==> src/rtl/core/hrrp_pkg.sv <==
// Shared types and constants for the health-aware round-robin link picker.
// Used by hrrp_alu, hrrp_store, hrrp_ctrl and the top level; no dependencies.
`timescale 1ns / 1ps
`default_nettype none

package hrrp_pkg;

	localparam int MAX_LINKS = 8;
	localparam int LINK_W    = 3;
	localparam int CNT_W     = 4;
	localparam int FAIL_W    = 8;
	localparam int SENT_W    = 16;
	localparam int BYTE_W    = 64;
	localparam int CFG_W     = 8;

	localparam logic [FAIL_W-1:0] FAIL_SAT    = 8'hFF;
	localparam logic [FAIL_W-1:0] LIMIT_RESET = 8'd5;

	// Configuration register indexes
	localparam logic CFG_LINK_COUNT = 1'b0;
	localparam logic CFG_FAIL_LIMIT = 1'b1;

	typedef enum logic [1:0] {
		OP_PICK       = 2'd0,
		OP_REPORT     = 2'd1,
		OP_SET_HEALTH = 2'd2,
		OP_QUERY      = 2'd3
	} op_t;

	typedef enum logic [1:0] {
		ST_OK          = 2'd0,
		ST_NO_HEALTHY  = 2'd1,
		ST_NOT_IN_USE  = 2'd2
	} status_t;

	// Request to and response from the shared add/subtract unit
	typedef struct packed {
		logic              sub;
		logic [BYTE_W-1:0] a;
		logic [BYTE_W-1:0] b;
	} alu_req_t;

	typedef struct packed {
		logic [BYTE_W-1:0] res;
		logic              carry;
	} alu_rsp_t;

	// Write command into the link state store
	typedef struct packed {
		logic [LINK_W-1:0]    addr;
		logic                 we_fail;
		logic [FAIL_W-1:0]    fail_wdata;
		logic                 we_bytes;
		logic [BYTE_W-1:0]    bytes_wdata;
		logic                 we_total;
		logic [BYTE_W-1:0]    total_wdata;
		logic                 we_health;
		logic [MAX_LINKS-1:0] health_wdata;
	} store_cmd_t;

	// Read view of the link state at the commanded address
	typedef struct packed {
		logic [FAIL_W-1:0]    fail;
		logic [BYTE_W-1:0]    bytes;
		logic [BYTE_W-1:0]    total;
		logic [MAX_LINKS-1:0] health;
	} store_view_t;

endpackage

`default_nettype wire

==> src/rtl/core/hrrp_alu.sv <==
// Shared 64-bit add/subtract unit with carry/borrow out.
// Depends on hrrp_pkg.
`timescale 1ns / 1ps
`default_nettype none

module hrrp_alu (
	input  wire hrrp_pkg::alu_req_t req,
	output hrrp_pkg::alu_rsp_t      rsp
);
	import hrrp_pkg::*;

	logic [BYTE_W:0] wide;

	// Borrow on subtract means a < b
	always_comb begin
		if (req.sub) begin
			wide = {1'b0, req.a} - {1'b0, req.b};
		end else begin
			wide = {1'b0, req.a} + {1'b0, req.b};
		end
		rsp.res   = wide[BYTE_W-1:0];
		rsp.carry = wide[BYTE_W];
	end

endmodule

`default_nettype wire

==> src/rtl/core/hrrp_store.sv <==
// Link state: health flags, failure counts, per-link and total byte counters.
// Depends on hrrp_pkg.
`timescale 1ns / 1ps
`default_nettype none

module hrrp_store (
	input  wire                        clk,
	input  wire                        arst_n,
	input  wire hrrp_pkg::store_cmd_t  cmd,
	output hrrp_pkg::store_view_t      view
);
	import hrrp_pkg::*;

	logic [MAX_LINKS-1:0] health_q;
	logic [FAIL_W-1:0]    fail_q  [MAX_LINKS];
	logic [BYTE_W-1:0]    bytes_q [MAX_LINKS];
	logic [BYTE_W-1:0]    total_q;

	always_ff @(posedge clk or negedge arst_n) begin
		if (!arst_n) begin
			health_q <= '1;
			total_q  <= '0;
			for (int i = 0; i < MAX_LINKS; i++) begin
				fail_q[i]  <= '0;
				bytes_q[i] <= '0;
			end
		end else begin
			if (cmd.we_health) begin
				health_q <= cmd.health_wdata;
			end
			if (cmd.we_fail) begin
				fail_q[cmd.addr] <= cmd.fail_wdata;
			end
			if (cmd.we_bytes) begin
				bytes_q[cmd.addr] <= cmd.bytes_wdata;
			end
			if (cmd.we_total) begin
				total_q <= cmd.total_wdata;
			end
		end
	end

	assign view.fail   = fail_q[cmd.addr];
	assign view.bytes  = bytes_q[cmd.addr];
	assign view.total  = total_q;
	assign view.health = health_q;

endmodule

`default_nettype wire

==> src/rtl/core/hrrp_ctrl.sv <==
// Sequencer, configuration registers and result register of the link picker.
// Depends on hrrp_pkg; drives hrrp_alu and hrrp_store through their structs.
`timescale 1ns / 1ps
`default_nettype none

module hrrp_ctrl (
	input  wire                         clk,
	input  wire                         arst_n,
	input  wire                         cfg_we,
	input  wire                         cfg_index,
	input  wire [hrrp_pkg::CFG_W-1:0]   cfg_data,
	input  wire                         in_valid,
	output logic                        in_stall,
	input  wire [1:0]                   op,
	input  wire [hrrp_pkg::LINK_W-1:0]  link,
	input  wire [hrrp_pkg::SENT_W-1:0]  sent_bytes,
	input  wire                         healthy_flag,
	output logic                        out_valid,
	input  wire                         out_stall,
	output logic [1:0]                  status,
	output logic [hrrp_pkg::LINK_W-1:0] chosen_link,
	output logic [hrrp_pkg::FAIL_W-1:0] link_failures,
	output logic [hrrp_pkg::BYTE_W-1:0] link_bytes,
	output logic [hrrp_pkg::BYTE_W-1:0] total_bytes,
	output logic [hrrp_pkg::MAX_LINKS-1:0] health_mask,
	output hrrp_pkg::alu_req_t          alu_req,
	input  wire hrrp_pkg::alu_rsp_t     alu_rsp,
	output hrrp_pkg::store_cmd_t        store_cmd,
	input  wire hrrp_pkg::store_view_t  store_view
);
	import hrrp_pkg::*;

	typedef enum logic [6:0] {
		S_IDLE      = 7'b0000001,
		S_REDUCE    = 7'b0000010,
		S_SCAN      = 7'b0000100,
		S_ADD_LINK  = 7'b0001000,
		S_ADD_TOTAL = 7'b0010000,
		S_UPDATE    = 7'b0100000,
		S_FINISH    = 7'b1000000
	} state_t;

	state_t             state_q;
	op_t                op_q;
	logic [SENT_W-1:0]  sent_q;
	logic               flag_q;
	logic [LINK_W-1:0]  sel_q;
	logic [LINK_W-1:0]  idx_q;
	logic [CNT_W-1:0]   step_q;
	logic [LINK_W-1:0]  rr_ptr_q;
	status_t            pend_status_q;
	logic               zero_q;
	logic [CNT_W-1:0]   link_count_q;
	logic [FAIL_W-1:0]  fail_limit_q;

	logic               out_valid_q;
	logic               load;
	status_t            out_status_q;
	logic [LINK_W-1:0]  out_link_q;
	logic [FAIL_W-1:0]  out_fail_q;
	logic [BYTE_W-1:0]  out_bytes_q;
	logic [BYTE_W-1:0]  out_total_q;
	logic [MAX_LINKS-1:0] out_health_q;

	logic [CNT_W-1:0]   n_links;
	logic [CNT_W-1:0]   idx_inc;
	logic [LINK_W-1:0]  idx_wrap;
	logic [CNT_W-1:0]   step_inc;
	logic [FAIL_W-1:0]  fail_inc;
	logic [MAX_LINKS-1:0] link_bit;
	op_t                in_op;

	assign n_links  = (link_count_q > CNT_W'(MAX_LINKS)) ? CNT_W'(MAX_LINKS) : link_count_q;
	assign idx_inc  = alu_rsp.res[CNT_W-1:0];
	assign idx_wrap = (idx_inc == n_links) ? '0 : idx_inc[LINK_W-1:0];
	assign step_inc = step_q + CNT_W'(1);
	assign fail_inc = (store_view.fail != FAIL_SAT) ? store_view.fail + FAIL_W'(1)
		: store_view.fail;
	assign link_bit = MAX_LINKS'(1) << sel_q;
	assign in_op    = op_t'(op);
	assign in_stall = (state_q != S_IDLE);
	assign load     = (state_q == S_FINISH) && (!out_valid_q || !out_stall);

	// Route the shared unit by state
	always_comb begin
		alu_req.sub = 1'b0;
		alu_req.a   = '0;
		alu_req.b   = '0;
		case (state_q)
			S_REDUCE: begin
				alu_req.sub = 1'b1;
				alu_req.a   = BYTE_W'(idx_q);
				alu_req.b   = BYTE_W'(n_links);
			end
			S_SCAN: begin
				alu_req.a = BYTE_W'(idx_q);
				alu_req.b = BYTE_W'(1);
			end
			S_ADD_LINK: begin
				alu_req.a = store_view.bytes;
				alu_req.b = BYTE_W'(sent_q);
			end
			S_ADD_TOTAL: begin
				alu_req.a = store_view.total;
				alu_req.b = BYTE_W'(sent_q);
			end
			default: begin
			end
		endcase
	end

	// Store writes
	always_comb begin
		store_cmd.addr         = sel_q;
		store_cmd.we_fail      = 1'b0;
		store_cmd.fail_wdata   = fail_inc;
		store_cmd.we_bytes     = (state_q == S_ADD_LINK);
		store_cmd.bytes_wdata  = alu_rsp.res;
		store_cmd.we_total     = (state_q == S_ADD_TOTAL);
		store_cmd.total_wdata  = alu_rsp.res;
		store_cmd.we_health    = 1'b0;
		store_cmd.health_wdata = store_view.health & ~link_bit;
		if (state_q == S_UPDATE) begin
			case (op_q)
				OP_REPORT: begin
					store_cmd.we_fail   = 1'b1;
					store_cmd.we_health = (fail_inc >= fail_limit_q);
				end
				OP_SET_HEALTH: begin
					store_cmd.we_health = 1'b1;
					if (flag_q) begin
						store_cmd.health_wdata = store_view.health | link_bit;
						store_cmd.we_fail      = 1'b1;
						store_cmd.fail_wdata   = '0;
					end
				end
				default: begin
				end
			endcase
		end
	end

	// Configuration registers
	always_ff @(posedge clk or negedge arst_n) begin
		if (!arst_n) begin
			link_count_q <= '0;
			fail_limit_q <= LIMIT_RESET;
		end else if (cfg_we) begin
			case (cfg_index)
				CFG_LINK_COUNT: link_count_q <= cfg_data[CNT_W-1:0];
				CFG_FAIL_LIMIT: fail_limit_q <= cfg_data[FAIL_W-1:0];
				default: begin
				end
			endcase
		end
	end

	// Sequencer
	always_ff @(posedge clk or negedge arst_n) begin
		if (!arst_n) begin
			state_q       <= S_IDLE;
			rr_ptr_q      <= '0;
			out_valid_q   <= 1'b0;
			op_q          <= OP_PICK;
			sent_q        <= '0;
			flag_q        <= 1'b0;
			sel_q         <= '0;
			idx_q         <= '0;
			step_q        <= '0;
			pend_status_q <= ST_OK;
			zero_q        <= 1'b0;
		end else begin
			if (out_valid_q && !out_stall && !load) begin
				out_valid_q <= 1'b0;
			end
			case (state_q)
				S_IDLE: begin
					if (in_valid) begin
						op_q   <= in_op;
						sent_q <= sent_bytes;
						flag_q <= healthy_flag;
						if (in_op == OP_PICK) begin
							if (n_links == '0) begin
								pend_status_q <= ST_NO_HEALTHY;
								zero_q        <= 1'b1;
								sel_q         <= '0;
								state_q       <= S_FINISH;
							end else begin
								idx_q   <= rr_ptr_q;
								state_q <= S_REDUCE;
							end
						end else if (CNT_W'(link) >= n_links) begin
							pend_status_q <= ST_NOT_IN_USE;
							zero_q        <= 1'b1;
							sel_q         <= link;
							state_q       <= S_FINISH;
						end else begin
							pend_status_q <= ST_OK;
							zero_q        <= 1'b0;
							sel_q         <= link;
							if (in_op == OP_REPORT && sent_bytes != '0) begin
								state_q <= S_ADD_LINK;
							end else begin
								state_q <= S_UPDATE;
							end
						end
					end
				end
				S_REDUCE: begin
					// Subtract the link count until the start index is in range
					if (!alu_rsp.carry) begin
						idx_q <= alu_rsp.res[LINK_W-1:0];
					end else begin
						step_q  <= '0;
						state_q <= S_SCAN;
					end
				end
				S_SCAN: begin
					if (store_view.health[idx_q]) begin
						sel_q         <= idx_q;
						rr_ptr_q      <= idx_wrap;
						pend_status_q <= ST_OK;
						zero_q        <= 1'b0;
						state_q       <= S_FINISH;
					end else if (step_inc == n_links) begin
						sel_q         <= '0;
						pend_status_q <= ST_NO_HEALTHY;
						zero_q        <= 1'b1;
						state_q       <= S_FINISH;
					end else begin
						idx_q  <= idx_wrap;
						step_q <= step_inc;
					end
				end
				S_ADD_LINK: begin
					state_q <= S_ADD_TOTAL;
				end
				S_ADD_TOTAL: begin
					state_q <= S_FINISH;
				end
				S_UPDATE: begin
					state_q <= S_FINISH;
				end
				S_FINISH: begin
					if (load) begin
						out_valid_q <= 1'b1;
						state_q     <= S_IDLE;
					end
				end
				default: begin
					state_q <= S_IDLE;
				end
			endcase
		end
	end

	// Result register
	always_ff @(posedge clk) begin
		if (load) begin
			out_status_q <= pend_status_q;
			out_link_q   <= sel_q;
			out_fail_q   <= zero_q ? '0 : store_view.fail;
			out_bytes_q  <= zero_q ? '0 : store_view.bytes;
			out_total_q  <= store_view.total;
			out_health_q <= store_view.health;
		end
	end

	assign out_valid     = out_valid_q;
	assign status        = out_status_q;
	assign chosen_link   = out_link_q;
	assign link_failures = out_fail_q;
	assign link_bytes    = out_bytes_q;
	assign total_bytes   = out_total_q;
	assign health_mask   = out_health_q;

	a_reduce_has_links: assert property (@(posedge clk) disable iff (!arst_n)
		(state_q == S_REDUCE) |-> (n_links != '0))
		else $error("start reduction with no links in use");

	a_scan_bounded: assert property (@(posedge clk) disable iff (!arst_n)
		(state_q == S_SCAN) |-> (step_q < n_links && CNT_W'(idx_q) < n_links))
		else $error("scan ran past the links in use");

	a_pointer_in_range: assert property (@(posedge clk) disable iff (!arst_n)
		(state_q == S_SCAN && store_view.health[idx_q]) |=> (CNT_W'(rr_ptr_q) < n_links))
		else $error("round-robin pointer left the links in use");

	a_unused_zero: assert property (@(posedge clk) disable iff (!arst_n)
		(out_valid_q && out_status_q != ST_OK) |-> (out_fail_q == '0 && out_bytes_q == '0))
		else $error("failed item carries link counters");

endmodule

`default_nettype wire

==> src/rtl/core/health_aware_round_robin_picker_top.sv <==
// Top level of the health-aware round-robin link picker.
// Depends on hrrp_pkg, hrrp_alu, hrrp_store and hrrp_ctrl.
//
// Usage:
//   Input channel (in_valid / in_stall): one item per transfer. op selects pick,
//   report attempt, set health or a read-only query; link, sent_bytes and
//   healthy_flag are the operands.
//   Output channel (out_valid / out_stall): exactly one result per item, in order.
//   Configuration: cfg_we writes cfg_data to link_count (index 0) or
//   failure_limit (index 1); write only while no item is in flight.
//   Sequence after the input transfer: a link outside the count or a pick with
//   no links goes straight to finish; set health, query and failed reports
//   pass through the update state; a successful report through the link add
//   and total add states (one add for the link counter, one for the total,
//   both on the single shared 64-bit adder). A pick takes one subtract step
//   per whole link count held in the start pointer plus a closing compare,
//   then a scan step per link flag examined; steps and flags together never exceed 8.
//   Throughput: one item at a time; in_stall stays high from the transfer
//   until the result is loaded into the output register. The next item is
//   taken while that result still waits to be collected.
//   Reset: all links healthy, counters and pointer zero, link_count 0,
//   failure_limit 5. No clearing pass is needed.
//   Receiver stall: the result holds in the output register; a finished
//   sequencer waits for the register to free before going idle.
`timescale 1ns / 1ps
`default_nettype none

module health_aware_round_robin_picker_top (
	input  wire         clk,
	input  wire         arst_n,
	input  wire         cfg_we,
	input  wire         cfg_index,
	input  wire  [7:0]  cfg_data,
	input  wire         in_valid,
	output logic        in_stall,
	input  wire  [1:0]  op,
	input  wire  [2:0]  link,
	input  wire  [15:0] sent_bytes,
	input  wire         healthy_flag,
	output logic        out_valid,
	input  wire         out_stall,
	output logic [1:0]  status,
	output logic [2:0]  chosen_link,
	output logic [7:0]  link_failures,
	output logic [63:0] link_bytes,
	output logic [63:0] total_bytes,
	output logic [7:0]  health_mask
);
	import hrrp_pkg::*;

	alu_req_t    alu_req;
	alu_rsp_t    alu_rsp;
	store_cmd_t  store_cmd;
	store_view_t store_view;

	// Shared adder: pointer reduction, scan stepping and both byte additions
	hrrp_alu u_alu (
		.req (alu_req),
		.rsp (alu_rsp)
	);

	// Per-link health, failures and byte counters plus the grand total
	hrrp_store u_store (
		.clk    (clk),
		.arst_n (arst_n),
		.cmd    (store_cmd),
		.view   (store_view)
	);

	// Sequencer, configuration and result register
	hrrp_ctrl u_ctrl (
		.clk           (clk),
		.arst_n        (arst_n),
		.cfg_we        (cfg_we),
		.cfg_index     (cfg_index),
		.cfg_data      (cfg_data),
		.in_valid      (in_valid),
		.in_stall      (in_stall),
		.op            (op),
		.link          (link),
		.sent_bytes    (sent_bytes),
		.healthy_flag  (healthy_flag),
		.out_valid     (out_valid),
		.out_stall     (out_stall),
		.status        (status),
		.chosen_link   (chosen_link),
		.link_failures (link_failures),
		.link_bytes    (link_bytes),
		.total_bytes   (total_bytes),
		.health_mask   (health_mask),
		.alu_req       (alu_req),
		.alu_rsp       (alu_rsp),
		.store_cmd     (store_cmd),
		.store_view    (store_view)
	);

endmodule

`default_nettype wire

==> config.mk <==
export PLATFORM = sky130hd
export DESIGN_NAME = health_aware_round_robin_picker_top
export DESIGN_NICKNAME = d
export VERILOG_FILES = /design/src/rtl/core/hrrp_pkg.sv /design/src/rtl/core/hrrp_alu.sv /design/src/rtl/core/hrrp_store.sv /design/src/rtl/core/hrrp_ctrl.sv /design/src/rtl/core/health_aware_round_robin_picker_top.sv
export SDC_FILE = /design/constraint.sdc
export NUM_CORES = 2
export LEC_CHECK = 0
export BUFFER_PORTS_ARGS = -buffer_cell sky130_fd_sc_hd__buf_4
export CAP_MARGIN = 25
export CORE_MARGIN = 1
export CORE_UTILIZATION = 67
export DETAILED_ROUTE_END_ITERATION = 8
export GPL_ROUTABILITY_DRIVEN = 1
export PLACE_DENSITY = 0.84
export SYNTH_ARGS = -nofsm -noshare
export SYNTH_HDL_FRONTEND = slang
export SYNTH_SLANG_ARGS = --single-unit
==> constraint.sdc <==
create_clock -name clk -period 27 [get_ports clk]
set_input_delay 5.4 -clock clk [delete_from_list [all_inputs] [get_ports clk]]
set_output_delay 5.4 -clock clk [all_outputs]
set_load 0.01 [all_outputs]
# After elaboration in Yosys (flattened, before gate mapping)
# Index checks and enable logic that the tools add are counted.
[word_totals] elab_cells=173 ff_bits=852 in_bits=36
[classes] n_bitwise=5 n_addsub=4 mux=72 n_reduce_logical=24 n_lt_le_gt_ge=6 shifts=1 eq_ne=24
[ops] cell="512-bit bitwise mux" n=1
[ops] cell="128-bit case mux with 4 select lines" n=1
[ops] cell="64-bit binary-select mux with 3-bit select" n=1
[ops] cell="64-bit demux with 3-bit select" n=1
[ops] cell="64-bit two-way mux" n=3
[ops] cell="64-bit by 64-bit adder with 65-bit output" n=1
[ops] cell="65-bit two-way mux" n=1
[ops] cell="64-bit by 64-bit subtractor with 65-bit output" n=1
[ops] cell="64-bit bitwise mux" n=1
[ops] cell="7-bit two-way mux" n=8
[ops] cell="8-bit two-way mux" n=7
[ops] cell="7-bit case mux with 6 select lines" n=1
[ops] cell="3-bit two-way mux" n=12
[ops] cell="9-bit two-way mux" n=3
[ops] cell="8-bit binary-select mux with 3-bit select" n=1
[ops] cell="8-bit demux with 3-bit select" n=1
[ops] cell="4-bit two-way mux" n=4
[ops] cell="16-bit nonzero test" n=1
[ops] cell="2-bit two-way mux" n=6
[ops] cell="2-bit != test, second input constant" n=6
[ops] cell="4-bit AND reduction" n=3
[ops] cell="1-bit two-way mux" n=11
[ops] cell="3-bit case mux with 3 select lines" n=1
[ops] cell="8-bit by 1-bit adder with 8-bit output, second input constant" n=1
[ops] cell="44 further kinds" n=59

# Longest topological paths before layout
[logic_depth] ltp_word=12 depth_mapped=22 mapped_depth_nobuf=21

# Cells and area by module
# A second synthesis with hierarchy kept.
[unflattened] cells_unflattened=3331 area_unflattened_um2=43893.3
[by_module_without_submodules] mod="hrrp_store" seq_area_each_um2=16225.6 n_inst=1 area_per_inst_um2=28313.4 cells_each=1643
[by_module_without_submodules] mod="hrrp_ctrl" seq_area_each_um2=5854.4 n_inst=1 area_per_inst_um2=10417.5 cells_each=893
[by_module_without_submodules] mod="hrrp_alu" seq_area_each_um2=0.0 n_inst=1 area_per_inst_um2=5162.5 cells_each=795

# Least setup slack after synthesis
# No wires, ideal clock.
[synth_timing] kind="input -> register" from="input out_stall" to="register u_ctrl.out_link_q[0], in the netlist u_ctrl.chosen_link[0], enable pin" path_stages=1 slack_ns=13.889 required_ns=26.293 t_arrival_ns=12.404 cell_sequence="a21oi_1"
[synth_between] elab_chain_cells=3
[synth_rtl] item="from (decl)" line_no="health_aware_round_robin_picker_top.sv:41" rtl="input wire out_stall,"
[synth_rtl] item="1-bit zero test" line_no="hrrp_ctrl.sv:82" rtl="assign load = (state_q == S_FINISH) && (!out_valid_q || !out_stall);"
[synth_rtl] item="1-bit logical OR" line_no="hrrp_ctrl.sv:82"
[synth_rtl] item="1-bit logical AND" line_no="hrrp_ctrl.sv:82"
[synth_rtl] item="to (signal assigned)" line_no="hrrp_ctrl.sv:261" rtl="out_link_q <= sel_q;"
[synth_rtl] item="to (decl)" line_no="hrrp_ctrl.sv:59" rtl="logic [LINK_W-1:0] out_link_q;"
# No other way between the ends.
# A chain may end at the register's enable or synchronous reset.

==> results by group <==
Outcome
  • Status: finished clean

STA
  • Slew Limit Fails: 0
  • Skew final: roughly 0.024 ns
  • TNS Setup: 0 ns
  • Setup violators final: 0
  • Final min period: slightly below 9 ns
  • Peak Freq: around 110 MHz
  • Least-Margin Pin Slew: 1.101 ns
  • Rel. slew slack: between 20% and 30%
  • Unrepaired setup endpoints after global routing: no
  • Hold Fails Final Rpt: 0
  • Period utilization: 32.74%

Synthesis
  • Post-Syn Area per Cell: ~11 um^2
  • Synth Register Bits: between 800 and 900
  • Sequential element share of the synthesized area: 53.25%
  • Synth Flop Type: dfrtp_1
  • Synthesized area: ~41000 um^2
  • Mapped Nets: about 3.9k
  • Ys Warns: 0
  • Synth Instances: roughly 3.8k
  • Asr flop ratio synth: 82.51%
  • Distinct cells, synth: about 80
  • Post-synth EDFFs: 149

Floorplanning
  • Die Footprint: ~63000 um^2
  • FP Rows: 90
  • # IOs: 187
  • Initial Utilization: 68.31%
  • Die X: around 250 um
  • Vert. Die Dim: roughly 250 um
  • Core area: 60700 um^2

Global route
  • GR met3 Demand/Resource: approximately 7.8%
  • Total congestion overflow: 0
  • Largest net degree at the start of global routing: 150
  • GRT Util Overall: 37.68%
  • Met2 Usage GRT: around 58%
  • First-pass GRT wire length: ~180000 um
  • Met1 usage in global routing: approximately 51%
  • Vias in the first global route: between 30k and 40k
  • Most used routing layer: met2
  • Initial antenna violation count: 1

Final layout
  • Most common cell after layout, fill and taps aside: nand2_1
  • Share of post-route cells with drive strength above 1: 21.03%
  • Layout Utilization: about three quarters
  • Final net count: around 4.0k
  • Fin area: 46530 um^2
  • Diodes inserted: 0
  • Most frequent cells in the layout: 757 x nand2_1, 688 x dfrtp_1, 425 x o21ai_0
  • Layout area overhead: 12.22%

Route
  • Final Routed Wirelength: about 120000 um
  • Via count: roughly 32k
  • Routed Antenna Nets: 0
  • WL per Instance: ~25 um
  • Iter 0 DRT Violations: 3667
  • DRT Pass-1 Iters: 6
  • Vias per std cell: about 6.7
  • Drc violations: 0

Clocking
  • Post-cts resize count: 0
  • CTS Root Cell: clkbuf_16
  • Sink Count: about 850
  • CTS tree: yes
  • Hold-fix buffers, CTS: 0
  • Skew-Pair Late Insertion Delay: 0.67 ns
  • CTS max path bufs: 3
  • CTS H-Tree Depth: 3
  • CTS buffer count: 86
  • Reg clk slew, reported paths: approximately 0.06 ns
  • Post-CTS Setup Bufs: 0

Critical path
  • Data arrival, critical path: between 9 and 10 ns
  • Crit-path max FO: between 100 and 150
  • Required @ worst endpoint: 27.80 ns
  • Critical path's slowest cell: buf_4
  • Slowest stage delay, CP: approximately 0.86 ns
  • Most used cell, CP: buf_4
  • Startpoint types: input port
  • Critical path endpoint category: async pin
  • Critical path class: in2async
  • Critical-path cell list: buf_8 -> buf_4 -> buf_4 -> buf_4 -> buf_16 -> buf_4 -> buf_16 -> buf_4 -> buf_16

Power
  • Power Density: about 120 nW/um^2
  • Lkg Pwr: ~21 nW
  • Worst IR Drop VDD: ~0.070 mV

Place
  • Count of buffers from port buffering: around 190
  • HPWL Detailed: slightly above 70000 um
  • Placed inst area: 43340 um^2
  • Final Wtd Congestion: 0.9941

Min path
  • Hold Crit Class: reg2reg

Run
  • # Max-Cap Violations: 0
==> logic make-up (layout without fill, tap and decap cells) <==
group	Yosys count	after routing	synth area share [%]
simple gates	1244	1244	12.67
buf+inv	287	451	2.888
compound gates	787	787	11.20
flops	852	852	53.25
fa+ha+maj	82	82	2.493
xor+xnor	65	65	1.373
mux	457	457	16.13
==> registers in the layout, indices dropped and copies added, names as in the netlist, 7 cells and up, named ones only <==
signal                cells
u_store.fail_q           64
u_ctrl.sent_q            16
u_ctrl.total_bytes       64
u_store.total_q          64
u_ctrl.link_failures      8
u_ctrl.link_bytes        64
u_ctrl.health_mask        8
u_store.bytes_q         512
u_ctrl.fail_limit_q       8
u_ctrl.state_q            7
==> worst max-delay path: cells and delay by family <==
family | cells | cell delay (ns)
buf+inv | 9 | 4.01
==> per-layer routing <==
layer / up-vias / wire (um) / share of wire [%]
met5: - / 13 / 0.011
met4: 2 / 5377 / 4.6
met3: 358 / 11400 / 9.8
met2: 1866 / 54760 / 47
met1: 15900 / 44260 / 38
li1: 13640 / - / -
==> metrics by stage <==
stage | worst slack, ns | hold slack, ns | total power [mW] | instances
after floorplan | 13.89 | 0.4248 | 3.290 | 3774
after global placement | 16.17 | 0.4391 | 3.906 | 4549
after detailed placement | 16.15 | 0.4405 | 3.976 | 4553
after CTS | 16.82 | 0.4545 | 5.297 | 4715
after global routing | 17.50 | 0.4771 | 5.612 | 4720
final | 18.16 | 0.4628 | 5.364 | 4720
==> where the power goes <==
group / switching (mW) / internal, mW
combinational: 1.40 / 0.746
sequential: 0.262 / 1.65
clock: 0.534 / 0.767
total: 2.20 / 3.17
==> final cells by class <==
cell class / count / area (um^2)
Sequential cell: 852 / 22090
Multi-Input combinational cell: 2635 / 18280
Fill cell: 3676 / 14170
Clock buffer: 108 / 2377
Timing Repair Buffer: 241 / 1906
Tap cell: 782 / 978.4
Clock inverter: 54 / 718.2
Inverter: 48 / 180.2
==> worst paths after layout <==
check | from | end | slack (ns) | cells past startpoint
max reg2reg | u_ctrl.sel_q[0] | u_store.bytes_q[439] | 19.71 | 15
min | u_ctrl.pend_status_q[1] | u_ctrl.status[1] | 0.46 | 0
max | arst_n | u_store.bytes_q[301] | 18.16 | 9
min reg2reg | u_ctrl.pend_status_q[1] | u_ctrl.status[1] | 0.46 | 0
max in group clk | u_ctrl.state_q[3] | in_stall | 19.41 | 4
min in group asynchronous | arst_n | u_store.total_q[4] | 4.78 | 1
==> synth_stat cells, types with 7 or more instances <==
cell type  number  share of area (%)
nand2_1       759                6.9
dfrtp_1       692                 42
o21ai_0       425                5.1
nor2_1        235                2.1
mux2_2        228                6.2
clkbuf_1      175                1.6
edfxtp_1      149                 11
mux4_2        146                7.9
a21oi_1       118                1.4
mux2i_1        83                2.0
ha_1           81                2.4
nand3_1        49               0.59
inv_1          48               0.43
xnor2_1        44               0.93
a21o_1         41               0.74
nor3_1         40               0.48
buf_2          29               0.35
o31ai_1        29               0.53
o22ai_1        24               0.36
or3_1          24               0.36
nor2b_1        23               0.35
o211ai_1       23               0.42
buf_1          22               0.20
xor2_1         21               0.44
a31oi_1        18               0.27
nand4_1        18               0.27
nand2b_1       17               0.26
nor4_1         15               0.23
o21bai_1       14               0.25
and3_1         11               0.17
dfstp_2        11               0.70
nand3b_1       11               0.20
o21a_1         11               0.20
buf_6          10               0.27
or2_2           9               0.14
and2_1          8               0.12
o21ai_1         8              0.097
a211oi_1        7               0.13
o211a_1         7               0.17
(Power assumes the default switching activity.)
